[config.mk]
export PLATFORM = sky130hd
export DESIGN_NAME = diff_manchester_framed_encoder
export DESIGN_NICKNAME = d
export VERILOG_FILES = /design/src/hdl/dmfe_pkg.sv /design/src/hdl/dmfe_cfg_regs.sv /design/src/hdl/dmfe_run_build.sv /design/src/hdl/dmfe_serializer.sv /design/src/hdl/diff_manchester_framed_encoder.sv
export VERILOG_INCLUDE_DIRS = /design/src /design/src/hdl
export SDC_FILE = /design/constraint.sdc
export NUM_CORES = 1
export LEC_CHECK = 0
export ABC_CLOCK_PERIOD_IN_PS = 4500
export BUFFER_PORTS_ARGS = -buffer_cell sky130_fd_sc_hd__buf_2
export CORE_ASPECT_RATIO = 1.4
export CORE_MARGIN = 10
export CORE_UTILIZATION = 59
export CTS_CLUSTER_DIAMETER = 100
export DETAILED_ROUTE_END_ITERATION = 10
export PLACE_DENSITY = 0.82
export SYNTH_ARGS = -nofsm -noshare
export SYNTH_HDL_FRONTEND = slang
export SYNTH_SLANG_ARGS = --single-unit
export TNS_END_PERCENT = 10
[constraint.sdc]
create_clock -name clk -period 4.5 [get_ports clk]
set_clock_uncertainty 0.05 [all_clocks]
set_input_delay 0.225 -clock clk [delete_from_list [all_inputs] [get_ports clk]]
set_output_delay 0.225 -clock clk [all_outputs]
set_load 0.01 [all_outputs]
[src/hdl/diff_manchester_framed_encoder_macros.svh]
// Assertion macros shared by the encoder RTL.
// Every macro samples on clk and is switched off while arst_n is low.
`ifndef DIFF_MANCHESTER_FRAMED_ENCODER_MACROS_SVH
`define DIFF_MANCHESTER_FRAMED_ENCODER_MACROS_SVH

// Same-cycle implication
`define DMFE_ASSERT_IMP(label, ante, cons, msg) \
	label: assert property (@(posedge clk) disable iff (!arst_n) (ante) |-> (cons)) \
		else $error(msg);

// Next-cycle implication
`define DMFE_ASSERT_NXT(label, ante, cons, msg) \
	label: assert property (@(posedge clk) disable iff (!arst_n) (ante) |=> (cons)) \
		else $error(msg);

`endif

[src/hdl/dmfe_pkg.sv]
// Shared types and constants for the differential Manchester framed encoder.
// No dependencies.
package dmfe_pkg;

	// Default flag length in bits
	localparam int FLAG_BITS_DEF = 8;

	// Fixed widths of the configuration port and registers
	localparam int PAT_W      = 8;
	localparam int LEN_CFG_W  = 4;
	localparam int CFG_IDX_W  = 3;
	localparam int CFG_DATA_W = 8;

	// Register indexes
	typedef enum logic [CFG_IDX_W-1:0] {
		REG_START_PATTERN = 3'd0,
		REG_START_LENGTH  = 3'd1,
		REG_END_PATTERN   = 3'd2,
		REG_END_LENGTH    = 3'd3
	} cfg_reg_t;

	// Reset values
	localparam logic [PAT_W-1:0]     START_PATTERN_RST = 8'd238;
	localparam logic [LEN_CFG_W-1:0] START_LENGTH_RST  = 4'd8;
	localparam logic [PAT_W-1:0]     END_PATTERN_RST   = 8'd17;
	localparam logic [LEN_CFG_W-1:0] END_LENGTH_RST    = 4'd8;

	// Configuration register set
	typedef struct packed {
		logic [PAT_W-1:0]     start_pattern;
		logic [LEN_CFG_W-1:0] start_length;
		logic [PAT_W-1:0]     end_pattern;
		logic [LEN_CFG_W-1:0] end_length;
	} cfg_t;

endpackage

[src/hdl/dmfe_cfg_regs.sv]
// Configuration register file of the framed encoder.
// Depends on dmfe_pkg.
module dmfe_cfg_regs (
	input  logic                               clk,
	input  logic                               arst_n,
	input  logic                               cfg_valid,
	output logic                               cfg_ready,
	input  logic [dmfe_pkg::CFG_IDX_W-1:0]     cfg_index,
	input  logic [dmfe_pkg::CFG_DATA_W-1:0]    cfg_data,
	output dmfe_pkg::cfg_t                     cfg
);
	import dmfe_pkg::*;

	cfg_t cfg_q;

	// Writes are always taken
	assign cfg_ready = 1'b1;

	// Register writes; unknown indexes are dropped
	always_ff @(posedge clk or negedge arst_n) begin
		if (!arst_n) begin
			cfg_q.start_pattern <= START_PATTERN_RST;
			cfg_q.start_length  <= START_LENGTH_RST;
			cfg_q.end_pattern   <= END_PATTERN_RST;
			cfg_q.end_length    <= END_LENGTH_RST;
		end else if (cfg_valid) begin
			case (cfg_reg_t'(cfg_index))
				REG_START_PATTERN: cfg_q.start_pattern <= cfg_data[PAT_W-1:0];
				REG_START_LENGTH:  cfg_q.start_length  <= cfg_data[LEN_CFG_W-1:0];
				REG_END_PATTERN:   cfg_q.end_pattern   <= cfg_data[PAT_W-1:0];
				REG_END_LENGTH:    cfg_q.end_length    <= cfg_data[LEN_CFG_W-1:0];
				default: ;
			endcase
		end
	end

	assign cfg = cfg_q;

endmodule

[src/hdl/dmfe_run_build.sv]
// Input register and run builder: turns one data bit into its full run of
// line bits (start flag at frame start, two half-bits, end flag at frame end). Depends on dmfe_pkg.
module dmfe_run_build #(
	parameter int FLAG_BITS = dmfe_pkg::FLAG_BITS_DEF,
	parameter int RUN_W     = 2 * FLAG_BITS + 2,
	parameter int CNT_W     = $clog2(RUN_W + 1)
) (
	input  logic              clk,
	input  logic              arst_n,
	input  dmfe_pkg::cfg_t    cfg,
	input  logic              in_valid,
	output logic              in_ready,
	input  logic              data_bit,
	input  logic              first_of_frame,
	input  logic              last_of_frame,
	output logic              load_valid,
	input  logic              load_ready,
	output logic [RUN_W-1:0]  load_bits,
	output logic [CNT_W-1:0]  load_count,
	output logic              load_frame_last
);
	import dmfe_pkg::*;

	localparam int LEN_W = $clog2(FLAG_BITS + 1);
	localparam int PW    = (FLAG_BITS > PAT_W) ? FLAG_BITS : PAT_W;

	logic                 valid_s1;
	logic                 data_s1;
	logic                 first_s1;
	logic                 last_s1;
	logic                 line_level_q;

	logic [PW-1:0]        sp_ext;
	logic [PW-1:0]        ep_ext;
	logic [FLAG_BITS-1:0] sp_flag;
	logic [FLAG_BITS-1:0] ep_flag;
	logic [FLAG_BITS-1:0] sp_tail;
	logic [FLAG_BITS-1:0] ep_tail;
	logic [LEN_W-1:0]     n_s;
	logic [LEN_W-1:0]     n_e;
	logic                 lvl_start;
	logic                 h0;
	logic                 h1;
	logic [RUN_W-1:0]     smask;
	logic [RUN_W-1:0]     emask;
	logic [CNT_W-1:0]     end_ofs;

	// Input register; refills when empty or when its item moves on
	assign in_ready   = !valid_s1 || load_ready;
	assign load_valid = valid_s1;

	always_ff @(posedge clk or negedge arst_n) begin
		if (!arst_n) begin
			valid_s1 <= 1'b0;
		end else if (in_ready) begin
			valid_s1 <= in_valid;
		end
	end

	always_ff @(posedge clk) begin
		if (in_ready && in_valid) begin
			data_s1  <= data_bit;
			first_s1 <= first_of_frame;
			last_s1  <= last_of_frame;
		end
	end

	// Patterns widened so positions past the register read as 0
	assign sp_ext  = PW'(cfg.start_pattern);
	assign ep_ext  = PW'(cfg.end_pattern);
	assign sp_flag = sp_ext[FLAG_BITS-1:0];
	assign ep_flag = ep_ext[FLAG_BITS-1:0];

	// Flag lengths, saturated at FLAG_BITS, zero when the mark is absent
	assign n_s = !first_s1 ? '0 :
		(32'(cfg.start_length) > FLAG_BITS) ? LEN_W'(FLAG_BITS) : LEN_W'(cfg.start_length);
	assign n_e = !last_s1 ? '0 :
		(32'(cfg.end_length) > FLAG_BITS) ? LEN_W'(FLAG_BITS) : LEN_W'(cfg.end_length);

	// Last bit of each flag
	assign sp_tail = sp_flag >> (n_s - LEN_W'(1));
	assign ep_tail = ep_flag >> (n_e - LEN_W'(1));

	// Level ahead of the data bit: frame start resets to 0, then the start flag
	assign lvl_start = first_s1 ? ((n_s != '0) ? sp_tail[0] : 1'b0) : line_level_q;

	// Half-bits: always toggle at the bit start, toggle mid-bit for a 0
	assign h0 = ~lvl_start;
	assign h1 = data_s1 ? h0 : ~h0;

	// Pack the run, first bit out in bit 0
	assign smask   = (RUN_W'(1) << n_s) - RUN_W'(1);
	assign emask   = (RUN_W'(1) << n_e) - RUN_W'(1);
	assign end_ofs = CNT_W'(n_s) + CNT_W'(2);

	assign load_bits = (RUN_W'(sp_flag) & smask)
		| (RUN_W'({h1, h0}) << n_s)
		| ((RUN_W'(ep_flag) & emask) << end_ofs);
	assign load_count      = CNT_W'(n_s) + CNT_W'(n_e) + CNT_W'(2);
	assign load_frame_last = last_s1;

	// Line level follows the last bit of each run as it is handed on
	always_ff @(posedge clk or negedge arst_n) begin
		if (!arst_n) begin
			line_level_q <= 1'b0;
		end else if (load_valid && load_ready) begin
			line_level_q <= (n_e != '0) ? ep_tail[0] : h1;
		end
	end

endmodule

[src/hdl/dmfe_serializer.sv]
// Output serializer: shifts a loaded run out one line bit per request.
// Depends on dmfe_pkg and the assertion macro header.
`include "diff_manchester_framed_encoder_macros.svh"
module dmfe_serializer #(
	parameter int FLAG_BITS = dmfe_pkg::FLAG_BITS_DEF,
	parameter int RUN_W     = 2 * FLAG_BITS + 2,
	parameter int CNT_W     = $clog2(RUN_W + 1)
) (
	input  logic              clk,
	input  logic              arst_n,
	input  logic              load_valid,
	output logic              load_ready,
	input  logic [RUN_W-1:0]  load_bits,
	input  logic [CNT_W-1:0]  load_count,
	input  logic              load_frame_last,
	output logic              out_valid,
	input  logic              out_ready,
	output logic              line_bit,
	output logic              last_of_run,
	output logic              end_of_frame
);
	import dmfe_pkg::*;

	logic [RUN_W-1:0] bits_q;
	logic [CNT_W-1:0] cnt_q;
	logic             frame_last_q;
	logic             take;

	// Next run loads when empty or as the final bit leaves
	assign out_valid  = (cnt_q != '0);
	assign take       = out_valid && out_ready;
	assign last_of_run = (cnt_q == CNT_W'(1));
	assign load_ready = !out_valid || (last_of_run && out_ready);

	assign line_bit     = bits_q[0];
	assign end_of_frame = last_of_run && frame_last_q;

	// Remaining-bit counter
	always_ff @(posedge clk or negedge arst_n) begin
		if (!arst_n) begin
			cnt_q <= '0;
		end else if (load_valid && load_ready) begin
			cnt_q <= load_count;
		end else if (take) begin
			cnt_q <= cnt_q - CNT_W'(1);
		end
	end

	// Shift register and frame mark
	always_ff @(posedge clk) begin
		if (load_valid && load_ready) begin
			bits_q       <= load_bits;
			frame_last_q <= load_frame_last;
		end else if (take) begin
			bits_q <= bits_q >> 1;
		end
	end

	`DMFE_ASSERT_NXT(a_load_count, load_valid && load_ready, cnt_q == $past(load_count), "run length not loaded")
	`DMFE_ASSERT_IMP(a_run_min, load_valid, load_count >= CNT_W'(2), "run shorter than two half-bits")
	`DMFE_ASSERT_IMP(a_cnt_max, 1'b1, cnt_q <= CNT_W'(RUN_W), "bit count past run width")

endmodule

[src/hdl/diff_manchester_framed_encoder.sv]
// Differential Manchester framed encoder, top level.
// Path: a taken request is held in the input register; with an idle serializer its run is
//   loaded into the shift register, which offers one line bit per accepted output; a run is
//   2 bits for a plain data bit, up to 2*FLAG_BITS+2 with both flags, while the next item waits.
// Reset: arst_n clears the pipeline, line level to 0 and registers to defaults.
// Depends on dmfe_pkg, dmfe_cfg_regs, dmfe_run_build, dmfe_serializer.
module diff_manchester_framed_encoder #(
	parameter int FLAG_BITS = dmfe_pkg::FLAG_BITS_DEF
) (
	input  logic                             clk,
	input  logic                             arst_n,
	input  logic                             in_valid,
	output logic                             in_ready,
	input  logic                             data_bit,
	input  logic                             first_of_frame,
	input  logic                             last_of_frame,
	output logic                             out_valid,
	input  logic                             out_ready,
	output logic                             line_bit,
	output logic                             last_of_run,
	output logic                             end_of_frame,
	input  logic                             cfg_valid,
	output logic                             cfg_ready,
	input  logic [dmfe_pkg::CFG_IDX_W-1:0]   cfg_index,
	input  logic [dmfe_pkg::CFG_DATA_W-1:0]  cfg_data
);
	import dmfe_pkg::*;

	localparam int RUN_W = 2 * FLAG_BITS + 2;
	localparam int CNT_W = $clog2(RUN_W + 1);

	cfg_t             cfg;
	logic             load_valid;
	logic             load_ready;
	logic [RUN_W-1:0] load_bits;
	logic [CNT_W-1:0] load_count;
	logic             load_frame_last;

	// Configuration registers
	dmfe_cfg_regs u_cfg (
		.clk       (clk),
		.arst_n    (arst_n),
		.cfg_valid (cfg_valid),
		.cfg_ready (cfg_ready),
		.cfg_index (cfg_index),
		.cfg_data  (cfg_data),
		.cfg       (cfg)
	);

	// Input register and run builder
	dmfe_run_build #(
		.FLAG_BITS (FLAG_BITS),
		.RUN_W     (RUN_W),
		.CNT_W     (CNT_W)
	) u_build (
		.clk             (clk),
		.arst_n          (arst_n),
		.cfg             (cfg),
		.in_valid        (in_valid),
		.in_ready        (in_ready),
		.data_bit        (data_bit),
		.first_of_frame  (first_of_frame),
		.last_of_frame   (last_of_frame),
		.load_valid      (load_valid),
		.load_ready      (load_ready),
		.load_bits       (load_bits),
		.load_count      (load_count),
		.load_frame_last (load_frame_last)
	);

	// Output serializer
	dmfe_serializer #(
		.FLAG_BITS (FLAG_BITS),
		.RUN_W     (RUN_W),
		.CNT_W     (CNT_W)
	) u_ser (
		.clk             (clk),
		.arst_n          (arst_n),
		.load_valid      (load_valid),
		.load_ready      (load_ready),
		.load_bits       (load_bits),
		.load_count      (load_count),
		.load_frame_last (load_frame_last),
		.out_valid       (out_valid),
		.out_ready       (out_ready),
		.line_bit        (line_bit),
		.last_of_run     (last_of_run),
		.end_of_frame    (end_of_frame)
	);

endmodule

==> Word level (Yosys, flattened, before mapping) <==
Index checks and enable logic that the tools add are counted.
{ "totals": {"word_cells": 67, "inputBits": 19, "output_inout_bits": 6, "register_bits": 53} }
{ "op_classes": {"n_shift": 6, "mux": 12, "reduce_logical": 18, "n_lt_le_gt_ge": 2, "bitwise": 5, "add_sub_neg": 8, "eq_ne": 4} }
{ "ops": {"columns": ["op", "count"], "rows": [
  ["8-bit by 18-bit bitwise AND with 18-bit output", 2],
  ["18-bit two-way mux", 2],
  ["18-bit OR", 2],
  ["1-bit by 4-bit << shifter with 18-bit output (first input constant)", 2],
  ["18-bit by 2-bit subtractor with 18-bit output (second input constant)", 2],
  ["18-bit by 5-bit << shifter with 18-bit output", 1],
  ["2-bit by 4-bit << shifter with 18-bit output", 1],
  ["4-bit two-way mux", 4],
  ["8-bit by 4-bit >> shifter with 1-bit output", 2],
  ["5-bit two-way mux", 2],
  ["4-bit > comparator (second input constant)", 2],
  ["2-bit AND reduction", 4],
  ["4-bit nonzero test", 2],
  ["4-bit by 1-bit subtractor with 4-bit output (second input constant)", 2],
  ["3-bit by 2-bit == test with 1-bit output (second input constant)", 2],
  ["4-bit by 2-bit adder with 5-bit output (second input constant)", 1],
  ["4-bit by 4-bit adder with 5-bit output", 1],
  ["5-bit by 2-bit adder with 5-bit output (second input constant)", 1],
  ["5-bit by 1-bit == test with 1-bit output (second input constant)", 1],
  ["1-bit logical AND", 5],
  ["5-bit nonzero test", 1],
  ["5-bit by 1-bit subtractor with 5-bit output (second input constant)", 1],
  ["1-bit two-way mux", 4],
  ["3-bit by 1-bit == test with 1-bit output (second input constant)", 1],
  ["5 further kinds", 7]
]} }

==> Depth between registers and ports, before layout <==
{ "depth": {"word_depth": 13, "mapped_depth": 13, "ltp_nobuf": 11} }

==> By module <==
A second synthesis with hierarchy kept.
{ "hier_totals": {"cells_unflattened": 439, "area_unflattened_um2": 4175.3} }
{ "by_module_without_submodules": {"columns": ["mod", "n_inst", "cells_each", "area_each_um2", "seq_area_each_um2"], "rows": [
  ["dmfe_run_build", 1, 265, 1985.7, 140.1],
  ["dmfe_serializer", 1, 119, 1232.4, 695.7],
  ["dmfe_cfg_regs", 1, 55, 957.2, 613.1]
]} }

==> Worst setup path after synthesis <==
No wires, ideal clock.
{ "synth_timing": {"kind": "flip-flop to flip-flop", "from": "register u_cfg.cfg_q, in the netlist u_cfg.cfg[15]", "to": "register u_ser.bits_q[7] (data pin)", "required_ns": 4.191, "arrival_ns": 3.059, "n_path_buf": 4, "period_less_slack_ns": 3.368, "slack_ns": 1.132, "stages_incl_launch_ff": 13, "setup_time_ns": 0.259, "path_cell_list": "dfstp_2 > buf_2 > nand3b_2 > clkbuf_1 > ha_1 > buf_4 > xnor2_1 > mux2i_1 > nand4_1 > a21o_1 > buf_6 > mux2_4 > a211o_1"} }
{ "synth_between": {"elab_chain_len": 13, "word_cells_on_any_way": 19, "cone_classes": "add/sub (3); order compare (1); shift (4); mux (6); bitwise (4); reduce/logical (1)"} }
{ "synth_rtl": {"columns": ["item", "line_no", "source"], "rows": [
  ["start, declared", "dmfe_cfg_regs.sv:14", "cfg_t cfg_q;"],
  ["4-bit > comparator", "dmfe_run_build.sv:76", "(32'(cfg.start_length) > FLAG_BITS) ? LEN_W'(FLAG_BITS) : LEN_W'(cfg.start_length);"],
  ["4-bit two-way mux (*)", "dmfe_run_build.sv:76", null],
  ["4-bit two-way mux (*)", "dmfe_run_build.sv:75", "assign n_s = !first_s1 ? '0 :"],
  ["4-bit by 1-bit subtractor with 4-bit output", "dmfe_run_build.sv:81", "assign sp_tail = sp_flag >> (n_s - LEN_W'(1));"],
  ["8-bit by 4-bit >> shifter with 1-bit output", "dmfe_run_build.sv:81", null],
  ["1-bit two-way mux (2 in series)", "dmfe_run_build.sv:85", "assign lvl_start = first_s1 ? ((n_s != '0) ? sp_tail[0] : 1'b0) : line_level_q;"],
  ["1-bit NOT", "dmfe_run_build.sv:88", "assign h0 = ~lvl_start;"],
  ["1-bit two-way mux", "dmfe_run_build.sv:89", "assign h1 = data_s1 ? h0 : ~h0;"],
  ["2-bit by 4-bit << shifter with 18-bit output", "dmfe_run_build.sv:97", "| (RUN_W'({h1, h0}) << n_s)"],
  ["18-bit OR", "dmfe_run_build.sv:97", null],
  ["18-bit OR (*)", "dmfe_run_build.sv:98", "| ((RUN_W'(ep_flag) & emask) << end_ofs);"],
  ["18-bit two-way mux (*)", "dmfe_serializer.sv:51", "if (load_valid && load_ready) begin"],
  ["end signal, assigned", "dmfe_serializer.sv:52", "bits_q <= load_bits;"],
  ["end signal, assigned", "dmfe_serializer.sv:55", "bits_q <= bits_q >> 1;"],
  ["end, declared", "dmfe_serializer.sv:24", "logic [RUN_W-1:0] bits_q;"]
]} }
Mark *: on every way between the ends. The rest lies on a longest branch, timed or not.
A chain may end at the register's enable or synchronous reset.

==> Final worst setup path <==
{ "layout_timing": {"from": "register u_build.last_s1, in the netlist u_build.load_frame_last", "to": "register u_ser.bits_q[6] (data pin)"} }
{ "layout_between": {"elab_chain_len": 7} }
{ "layout_rtl": {"columns": ["item", "line_no", "source"], "rows": [
  ["start, declared", "dmfe_run_build.sv:30", "logic last_s1;"],
  ["start signal, assigned", "dmfe_run_build.sv:64", "last_s1 <= last_of_frame;"],
  ["4-bit two-way mux", "dmfe_run_build.sv:77", "assign n_e = !last_s1 ? '0 :"],
  ["1-bit by 4-bit << shifter with 18-bit output", "dmfe_run_build.sv:93", "assign emask = (RUN_W'(1) << n_e) - RUN_W'(1);"],
  ["18-bit by 2-bit subtractor with 18-bit output", "dmfe_run_build.sv:93", null],
  ["8-bit by 18-bit bitwise AND with 18-bit output", "dmfe_run_build.sv:98", null],
  ["18-bit by 5-bit << shifter with 18-bit output", "dmfe_run_build.sv:98", null],
  ["18-bit OR", "dmfe_run_build.sv:98", null],
  ["18-bit two-way mux", "dmfe_serializer.sv:51", null]
]} }
Every way passes these cells.

==> impl_metrics.env <==
export IMPL_design_area_sq_um=4450
export IMPL_cts_made_buffers=5
export IMPL_grt_max_degree=32
export IMPL_finalMaxSlewViolations=0
export IMPL_grt_overflow_total=0
export IMPL_dieHeight_um=120
export IMPL_setup_viol=0
export IMPL_vias_per_cell=6.52
export IMPL_drt_total_wl_um=11500
export IMPL_port_buffers=23
export IMPL_root_buffer="clkbuf_8"
export IMPL_total_power_mw=2.06
export IMPL_ys_flop_type="edfxtp_1"
export IMPL_place_area_sq_um=4330
export IMPL_dieWidth_um=91.2
export IMPL_synth_top_area_share_pct=15.8
export IMPL_syn_avg_cell_area_sq_um=9.30
export IMPL_rows=36
export IMPL_r2r_start="u_build.load_frame_last"
export IMPL_rsz0062_at_grt="no"
export IMPL_diodes=0
export IMPL_cp_slowest_stage_delay_ns=0.60
export IMPL_hpwl_um=8730
export IMPL_clock_latency_ns=0.33
export IMPL_crit_type="reg2reg"
export IMPL_clock_sinks=53
export IMPL_yosysTopAreaCell="edfxtp_1"
export IMPL_maxCapViolCount=0
export IMPL_timing_rr_end="u_ser.bits_q[6]"
export IMPL_grt_pass1_vias=3588
export IMPL_cpMostUsedCell="ha_1"
export IMPL_grt_usage_pct=21.0
export IMPL_cts_setup_buffers=0
export IMPL_cts_htree_levels=2
export IMPL_whs_path_depth=1
export IMPL_slew_limit_headroom_pct=44.7
export IMPL_clockBufferDepth=2
export IMPL_path_cells="nand3b_1, ha_1, nand2_1, ha_1, inv_1, o311ai_0, a211oi_2, o31a_1, a22oi_1, a31oi_1"
export IMPL_endpoint="u_ser.bits_q[6]"
export IMPL_drt_first_pass_iters=6
export IMPL_path_max_fanout=15
export IMPL_grt_pass1_wl_um=18700
export IMPL_cp_required_ns=4.53
export IMPL_start_util_pct=60.3
export IMPL_fmax_mhz=276
export IMPL_drc=0
export IMPL_clk_pin_slew_ns=0.11
export IMPL_status="finished, final reports clean"
export IMPL_worst_r2r_cell_count=10
export IMPL_syn_nets=494
export IMPL_core_sq_um=6940
export IMPL_drive_gt1_share_pct=18.4
export IMPL_synth_edf_count=22
export IMPL_netlist_area_sq_um=4190
export IMPL_cts_tree="yes"
export IMPL_dieArea_sq_um=10900
export IMPL_pre_cts_slack_ns=0.950
export IMPL_regArea_sq_um=1450
export IMPL_worstSetupEndpointType="register"
export IMPL_r2r_slack_ns=0.88
export IMPL_gp_congestion=0.949
export IMPL_avgRoutedWirePerCell_um=20.7
export IMPL_cp_slowest_cell="edfxtp_1"
export IMPL_synth_seq_area_share_pct=34.6
export IMPL_period_share_pct=80.4
export IMPL_synth_cell_type_count=75
export IMPL_ir_worst_vdd_mv=0.309
export IMPL_ys_top_cells_by_area="edfxtp_1, dfrtp_1, ha_1"
export IMPL_async_flop_share_pct=58.5
export IMPL_startpoint="u_build.load_frame_last"
export IMPL_num_vias=3640
export IMPL_synth_seq_cells=53
export IMPL_hold_class="in2reg"
export IMPL_num_nets_final=506
export IMPL_hold_viol_final=0
export IMPL_whs_ns=0.0130
export IMPL_ant_nets=0
export IMPL_ios=25
export IMPL_cellLeakagePower_nw=1.83
export IMPL_synth_cells=450
export IMPL_fillers=598
export IMPL_min_period_ns=3.62
export IMPL_start_kind="register"
export IMPL_antenna_found_initial=0
export IMPL_setup_tns_ns=0
export IMPL_first_iter_violations=354
export IMPL_worst_slack_ns=0.882
export IMPL_multi_input_area_sq_um=2540
export IMPL_syn_to_final_growth_pct=6.43
export IMPL_worstMarginPinSlew_ns=0.828
export IMPL_powerDensity_nw_per_um2=463
export IMPL_yosys_warnings=0
export IMPL_worst_ep_arrival_time_ns=3.65
-- final cells by class --
class                   count  area share, %
clock buffers               6           2.11
clock inverters             2          0.393
inverters                  18           1.52
multi-input cells         354           57.0
flip-flops and latches     53           32.5
well taps                  95           2.67
repair buffers             30           3.82
-- through the flow --
stage | instances | utilization (%)
floorplan | 450 | -
global placement | 549 | 62.5
detailed placement | 549 | 62.5
CTS | 558 | 64.2
global route | 558 | 64.2
finish | 558 | 64.2
-- per-layer routing --
| metal | share of wire, % | routed length (um) | GRT usage (%) | vias up |
|---|---|---|---|---|
| li1 | - | - | - | 1718 |
| met1 | 42 | 4880 | 25.4 | 1734 |
| met2 | 49 | 5700 | 36.7 | 156 |
| met3 | 4.8 | 559 | 2.56 | 32 |
| met4 | 3.5 | 400 | 8.64 | 0 |
| met5 | 0 | 0 | 0 | - |
-- flip-flops by register name, indices dropped and copies added (netlist names) --
| register | flops |
|---|---|
| u_build.first_s1 | 1 |
| u_build.load_valid | 1 |
| u_ser.bits_q | 18 |
| u_build.data_s1 | 1 |
| u_build.load_frame_last | 1 |
| u_cfg.cfg | 24 |
| u_ser.frame_last_q | 1 |
| u_ser.cnt_q | 5 |
| u_build.line_level_q | 1 |
-- Yosys cell counts, types with 3 or more instances --
cell       count
nand2_1       35
and3_1         6
a221oi_1       6
o21a_1         3
o31ai_1        3
mux2_2        21
mux2i_1       16
nor4_1         4
and2_1         6
nor3_1        12
nor2b_1        6
dfstp_2       10
ha_1          24
a22o_1         3
a2bb2oi_1      4
o21ai_0       19
a211o_1        4
o22a_1         3
or2_2          3
o21ai_1        6
nand3b_1       5
clkbuf_1      10
buf_2          9
a31oi_1       10
inv_1         17
o211ai_1       6
a21o_1         4
a21oi_1       22
edfxtp_1      22
nor4bb_1       4
a22oi_1        3
buf_4          5
nand3_1       15
dfrtp_1       21
nand2b_1       5
xnor2_1        5
nand4_1        9
nor2_1        37
-- worst max-delay path: cells and delay by family (launching register included) --
kind / cells / cell delay, ns
AO/OA/AOI/OAI: 5 / 1.46
adder cells (fa/ha/maj): 2 / 0.63
buffers and inverters: 1 / 0.06
flip-flops: 1 / 0.60
AND/OR/NAND/NOR: 2 / 0.55
-- cell families after synthesis --
logic type / synth area share, %
compound gates: 20.7
other cells: 0.0896
mux: 10.4
fa+ha+maj: 7.65
buf+inv: 4.75
simple gates: 20.4
flops: 34.6
xor+xnor: 1.46
-- report_power, final --
part           internal (mW)  switching, mW  total (mW)
Combinational          0.379          0.539       0.919
Sequential             0.674          0.144       0.818
Clock                  0.148          0.176       0.323
-- worst min-delay path by stage --
stage                             start                      end
after floorplan                  arst_n     u_build.line_level_q
after global placement           arst_n             u_cfg.cfg[1]
after detailed placement         arst_n             u_cfg.cfg[6]
after CTS                 last_of_frame  u_build.load_frame_last
after global routing      last_of_frame  u_build.load_frame_last
final                     last_of_frame  u_build.load_frame_last
-- cell usage in the layout (no fill, tap or decap), types with 4 or more instances in the layout --
master,count
xnor2_1,5
o21ai_0,19
edfxtp_1,22
nand3b_1,5
nor2b_1,6
o211ai_1,6
nand4_1,9
nor2_1,37
o21ai_1,6
and3_1,6
buf_4,6
clkbuf_8,5
mux2_2,21
a211o_1,4
a21oi_1,22
nor3_1,12
a221oi_1,6
a2bb2oi_1,4
buf_2,23
nor4_1,4
nor4bb_1,4
inv_1,17
nand2b_1,5
mux2i_1,16
a21o_1,4
dfstp_2,10
ha_1,24
and2_1,6
nand2_1,35
nand3_1,15
a31oi_1,10
dfrtp_1,21
-- what timing repair did --
item | CTS | global route
hold buffers | 1 | 0
resized for setup | 0 | 0
hold endpoints to repair | 21 | 0
setup endpoints to repair | 0 | 0
Note: power is estimated with default switching activity, not from simulation.
